## config.mk

```make
export PLATFORM = sky130hd
export DESIGN_NAME = dot_mul
export DESIGN_NICKNAME = d
export VERILOG_FILES = /design/src/dot_mul.sv
export SDC_FILE = /design/constraint.sdc
export NUM_CORES = 2
export LEC_CHECK = 0
export ABC_AREA = 1
export BUFFER_PORTS_ARGS = -buffer_cell sky130_fd_sc_hd__buf_2
export CORE_UTILIZATION = 45
export DETAILED_ROUTE_END_ITERATION = 7
export PLACE_DENSITY_LB_ADDON = 0.3
export SYNTH_ARGS = -nofsm -noshare
export SYNTH_HDL_FRONTEND = slang
export SYNTH_SLANG_ARGS = --single-unit
export TNS_END_PERCENT = 1
```

## constraint.sdc

```tcl
create_clock -name clk -period 12.17 [get_ports clk]
set_input_delay 0.6085 -clock clk [delete_from_list [all_inputs] [get_ports clk]]
set_output_delay 0.6085 -clock clk [all_outputs]
set_load 0.02 [all_outputs]
```

## src/dot_mul.sv

```systemverilog
// Signed multiplier, 64x64 operands, low 64 product bits, built from 32-bit limbs.
module dot_mul (
  input  logic               clk,
  input  logic               rst,
  input  logic               start,
  input  logic signed [63:0] a,
  input  logic signed [63:0] b,
  output logic               done,
  output logic signed [63:0] p
);
  logic        busy;
  logic [1:0]  step;
  logic        neg;
  logic [63:0] ma, mb;
  logic [63:0] acc;
  logic [31:0] al, bl;
  logic [63:0] part;

  always_comb begin
    al = step[1] ? ma[63:32] : ma[31:0];
    bl = step[0] ? mb[63:32] : mb[31:0];
    part = {32'd0, al} * {32'd0, bl};
  end

  always_ff @(posedge clk) begin
    if (rst) begin
      busy <= 1'b0;
      done <= 1'b0;
      step <= 2'd0;
    end else begin
      done <= 1'b0;
      if (start) begin
        busy <= 1'b1;
        step <= 2'd0;
        acc <= 64'd0;
        neg <= a[63] ^ b[63];
        ma <= a[63] ? -a : a;
        mb <= b[63] ? -b : b;
      end else if (busy) begin
        unique case (step)
          2'd0: acc <= acc + part;
          2'd1, 2'd2: acc <= acc + {part[31:0], 32'd0};
          default: acc <= acc;
        endcase
        step <= step + 2'd1;
        if (step == 2'd3) begin
          busy <= 1'b0;
          done <= 1'b1;
          p <= neg ? -$signed(acc) : $signed(acc);
        end
      end
    end
  end
endmodule

```

**Yosys cells after proc, flatten, opt, wreduce, memory -nomap -nowiden**

Index checks and enable logic that the tools add are counted.

- Flip-flop bits (word level): 261
- Input bits: 131
- Output and inout bits: 65
- Logic and storage cells: 44

- Add/sub/neg operators: 6
- Multipliers: 1
- Eq/ne operators: 3
- Mux-type cells: 11
- Bitwise logic cells: 4
- Reduce and logical (&&, ||, !) cells: 9

Operators with widths:

| kind | number |
|---|---|
| 64-bit negator | 3 |
| 64-bit adder | 2 |
| 64-bit 2-to-1 mux | 2 |
| 64-bit case mux with 2 select lines | 1 |
| 63-bit 2-to-1 mux | 2 |
| 32-bit by 32-bit multiplier with 64-bit output | 1 |
| 32-bit 2-to-1 mux | 2 |
| 2-bit equality test, second input constant | 2 |
| 1-bit 2-to-1 mux | 4 |
| 4-bit AND reduction | 1 |
| 2-bit OR reduction | 2 |
| 1-bit NOT | 3 |
| 3-bit AND reduction | 1 |
| 3-bit nonzero test | 1 |
| 3-bit OR reduction | 1 |
| 2-bit by 1-bit adder with 2-bit output, second input constant | 1 |
| 2-bit by 1-bit equality test with 1-bit output, second input constant | 1 |
| 2-bit zero test | 1 |
| 2-bit AND reduction | 1 |
| 2-bit nonzero test | 1 |
| 1-bit bitwise XOR | 1 |

**Depth between registers and ports, before layout**

- Depth after elaboration: 5
- Mapped depth: 49

**Least setup slack after synthesis**

No wires, ideal clock.

- Kind: reg-to-reg
- Start: reg step[1]
- End: reg acc[55], data pin
- Arrival time: 8.378 ns
- Data required time: 11.900 ns
- Setup slack: 3.522 ns
- Stages on the path, launching flop included: 44
- Buffers on the path: 3
- Period minus slack after synthesis: 8.648 ns
- Cells stage by stage: dfxtp_1 > buf_2 > inv_1 > clkbuf_1 > or2_2 > o21ai_1 > clkbuf_1 > nor2_1 > fa_1 > fa_1 > fa_1 > inv_1 > fa_1 > inv_1 > fa_1 > inv_1 > fa_1 > inv_1 > [8 not listed] > nand2_1 > nand3_1 > a21oi_1 > inv_1 > nand2_1 > nand2_1 > xor2_1 > ha_1 > nand2_1 > nor2_1 > inv_1 > nor2_1 > nand3_1 > or2_2 > nand3_1 > nand2_1 > nand3_1 > a21oi_1

- Cells in the longest elaborated chain, start to end: 5

RTL lines:

| item | RTL line | text |
|---|---|---|
| start: declaration | 12 | `logic [1:0] step;` |
| start signal: assignment | 45 | `step <= step + 2'd1;` |
| 32-bit 2-to-1 mux | 20 | `al = step[1] ? ma[63:32] : ma[31:0];` |
| 32-bit by 32-bit multiplier with 64-bit output | 22 | `part = {32'd0, al} * {32'd0, bl};` |
| 64-bit adder, on equally long branches | 42, 41 |  |
| 64-bit case mux with 2 select lines (*) | 40 | `unique case (step)` |
| 64-bit 2-to-1 mux (*) | 39 | `end else if (busy) begin` |
| end signal: assignment | 41 | `2'd0: acc <= acc + part;` |
| end signal: assignment | 42 | `2'd1, 2'd2: acc <= acc + {part[31:0], 32'd0};` |
| end: declaration | 15 | `logic [63:0] acc;` |

Mark *: on every way between the ends. The rest lies on a longest branch, timed or not. The select of a mux whose other input is x is not followed.
A chain may end at the register's enable or synchronous reset.

**Worst setup path in the final report**

- Start: reg step[0]
- End: reg acc[62], data pin

- Cells in the longest elaborated chain, start to end: 5

RTL lines:

| item | RTL line | text |
|---|---|---|
| 32-bit 2-to-1 mux | 21 | `bl = step[0] ? mb[63:32] : mb[31:0];` |
| 32-bit by 32-bit multiplier with 64-bit output | 22 |  |
| 64-bit adder, on equally long branches | 42, 41 |  |
| 64-bit case mux with 2 select lines (*) | 40 |  |
| 64-bit 2-to-1 mux (*) | 39 |  |

Marked as above.

==> results.tsv <==
stage	metric	value	unit
worst_hold_path	hold_path.class	in2reg	
place	io_buffers	195	
yosys	syn-instance-count	6953	
worst_setup_path	r2r-end	acc[62]$_SDFFCE_PP0P_	
final_layout	fillers	11800	
place	dp.cells	8661	
route	ant_nets	0	
final_layout	area_delta_synth_final	7.75	%
worst_setup_path	worstSetupEndpointType	flip-flop	
yosys	syn_avg_cell_area	7.84	sq um
worst_setup_path	cp_max_fo	35	
sta	final_hold_viol_count	0	
job	maxCapViolations	1	
sta	holdWs	0.202	ns
run_status	violations	max-capacitance violations	
global_route	grt_use_total	34.7	%
clock_network	clk_latency	0.67	ns
clock_network	cts_setup_buffers	0	
yosys	netlist_area	54500	sq um
yosys	synth_nets	8355	
yosys	ys_warn_count	0	
sta	tightest_slew	1.48	ns
clock_network	clock_sinks	261	
sta	fin_crit_sh	90.6	%
worst_setup_path	path_common_cell	fa_1	
yosys	synth_area_leader_cell	fa_1	
worst_setup_path	reg2reg_depth	35	
die	die_area	123000	sq um
final_layout	fin_cells	8729	
worst_hold_path	holdPathEnd	mb[0]$_DFFE_PP_	
yosys	synth.area.top_cells	fa_1 (33%), edfxtp_1 (14%), inv_1 (9.9%)	
yosys	async_reset_ff_share	0	%
die	die_w	350	microns
worst_setup_path	slowest_stage	fa_1	
clock_network	htree_levels	1	
yosys	netlist_top_cells_count	inv_1 (1441), nand2_1 (1223), nor2_1 (1072)	
die	io_pins	196	
yosys	synth_top_area_share	33.0	%
run_status	status	complete, but fails checks	
global_route	grt_max_degree	83	
route	drc_errors	0	
yosys	synth.most_common_cell	inv_1	
route	vias	48500	
sta	rsz0062_at_grt	false	
sta	slew_viol_final	0	
die	rows	127	
route	via_per_inst	5.55	
global_route	gr-total-overflow	0	
sta	min_period	11.02	ns
global_route	grt_pass1_vias	48600	
global_route	grt_pass1_wl	310000	microns
clock_network	clockBufferDepth	3	
clock_network	clk_pin_slew_worst_paths	0.07	ns
place	gp_congestion	1.05	
clock_network	cts_resized	0	
worst_setup_path	required	12.55	ns
place	hpwl	177000	microns
place	place_area	57700	sq um
yosys	ys_types	54	
clock_network	cts_buffers	31	
sta	maxSlewHeadroom	1.41	%
worst_hold_path	min_from	b[0]	
final_layout	nets	8484	
yosys	synth-main-ff-cell	edfxtp_1	
sta	tns	0	ns
die	core	120000	sq um
clock_network	cts_tree	yes	
sta	setup_viol	0	
worst_setup_path	cp-start-kind	flip-flop	
yosys	synth_edf_count	257	
clock_network	cts_root_buf	clkbuf_16	
final_layout	layout-drive-gt1-share	7.51	%
route	first_iter_violations	5191	
clock_network	hold_buffers	0	
die	dieHeight	350	microns
worst_setup_path	reg2reg_from	step[0]$_SDFFE_PN0P_	
worst_setup_path	max_stage_delay	0.74	ns
sta	finClkSkew	0.0295	ns
global_route	antenna_found_initial	14	
final_layout	fin_area	58700	sq um
worst_setup_path	cp_data_arrival_time	11.41	ns
sta	max_freq	0.0907	GHz
worst_setup_path	critical_path_class	reg2reg	
die	initial_utilization	45.4	%
route	wl_per_cell	24.2	microns
route	firstDrtPassIters	6	
worst_setup_path	reg2reg_setup_slack	1.15	ns
route	drt-total-wl	211000	microns
yosys	ys_seq_elements	261	
yosys	seq_area_frac_synth	14.3	%
worst_hold_path	min_path_cells	1	
## critical path, delay by kind of cell, from the launching register on
kind	cells	cell delay [ns]
flip-flops	1	0.69
buffers and inverters	6	1.67
AND/OR/NAND/NOR	8	1.33
adder cells (fa/ha/maj)	10	4.59
XOR/XNOR	1	0.21
AO/OA/AOI/OAI	10	2.20
## how the worst max path moves through the flow
| stage | start | endpoint | slack (ns) | cells after the start |
|---|---|---|---|---|
| after detailed placement | step[1]$_SDFFE_PN0P_ | acc[56]$_SDFFCE_PP0P_ | 1.36 | 35 |
| after global routing | step[1]$_SDFFE_PN0P_ | acc[56]$_SDFFCE_PP0P_ | 0.64 | 35 |
| final | step[0]$_SDFFE_PN0P_ | acc[62]$_SDFFCE_PP0P_ | 1.15 | 35 |
| after CTS | step[1]$_SDFFE_PN0P_ | acc[56]$_SDFFCE_PP0P_ | 1.35 | 35 |
| after floorplan | step[1]$_SDFFE_PN0P_ | acc[55]$_SDFFCE_PP0P_ | 3.52 | 43 |
| after global placement | step[1]$_SDFFE_PN0P_ | acc[56]$_SDFFCE_PP0P_ | 1.37 | 35 |
## through the flow
stage	worst slack (ns)	util (%)
after CTS	1.35	48.9
after floorplan	3.52	-
after global routing	0.642	49.0
after detailed placement	1.36	48.1
after global placement	1.37	48.1
final	1.15	49.0
## cells by family (layout without fill, tap and decap cells)
| family | Yosys count | in the layout | share of synthesized area (%) |
|---|---|---|---|
| compound gates | 684 | 684 | 7.02 |
| simple gates | 2788 | 2788 | 21.1 |
| other cells | 0 | 11 | 0 |
| fa+ha+maj | 1271 | 1271 | 41.5 |
| xor+xnor | 276 | 276 | 4.43 |
| buf+inv | 1673 | 1826 | 11.6 |
| flops | 261 | 261 | 14.3 |
## layout by cell type (no fill, tap or decap), drive strengths merged
cell type,count
a211oi,2
a21boi,10
a21o,23
a21oi,297
a31o,1
a31oi,20
a41oi,2
and3,6
buf,301
bufinv,4
clkbuf,37
clkinv,23
clkinvlp,4
dfxtp,4
diode,11
edfxtp,257
fa,898
ha,373
inv,1457
nand2,1228
nand2b,2
nand3,206
nand3b,20
nand4,58
nor2,1089
nor3,65
nor3b,1
nor4,45
o211ai,8
o21a,6
o21ai,276
o21bai,30
o22ai,1
o31ai,8
or2,67
or3b,1
xnor2,74
xor2,202
## routing by layer
layer,up-vias,part of all wire (%),global-route usage (%)
li1,21500,-,-
met1,23800,40,45.9
met2,2602,44,53.6
met3,579,10,7.08
met4,4,6.4,18.3
met5,-,0.012,0
## sequential cells by signal (all words and copies together), names as in the netlist
signal	flops
p	64
done	1
step	2
ma	64
mb	64
acc	64
busy	1
neg	1
## area by class of cell
cell class / instances / area [sq um] / share of cell area (%)
multi-input cells: 5019 / 40600 / 69.1
flip-flops and latches: 261 / 7800 / 13.3
inverters: 1468 / 5510 / 9.38
well taps: 1612 / 2020 / 3.43
repair buffers: 301 / 1780 / 3.04
clock buffers: 37 / 798 / 1.36
clock inverters: 20 / 238 / 0.405
diodes: 11 / 27.5 / 0.0469
Power is left out: the tool's default activity adds up to more than one toggle a clock period on the data nets, which glitch-free logic cannot reach.
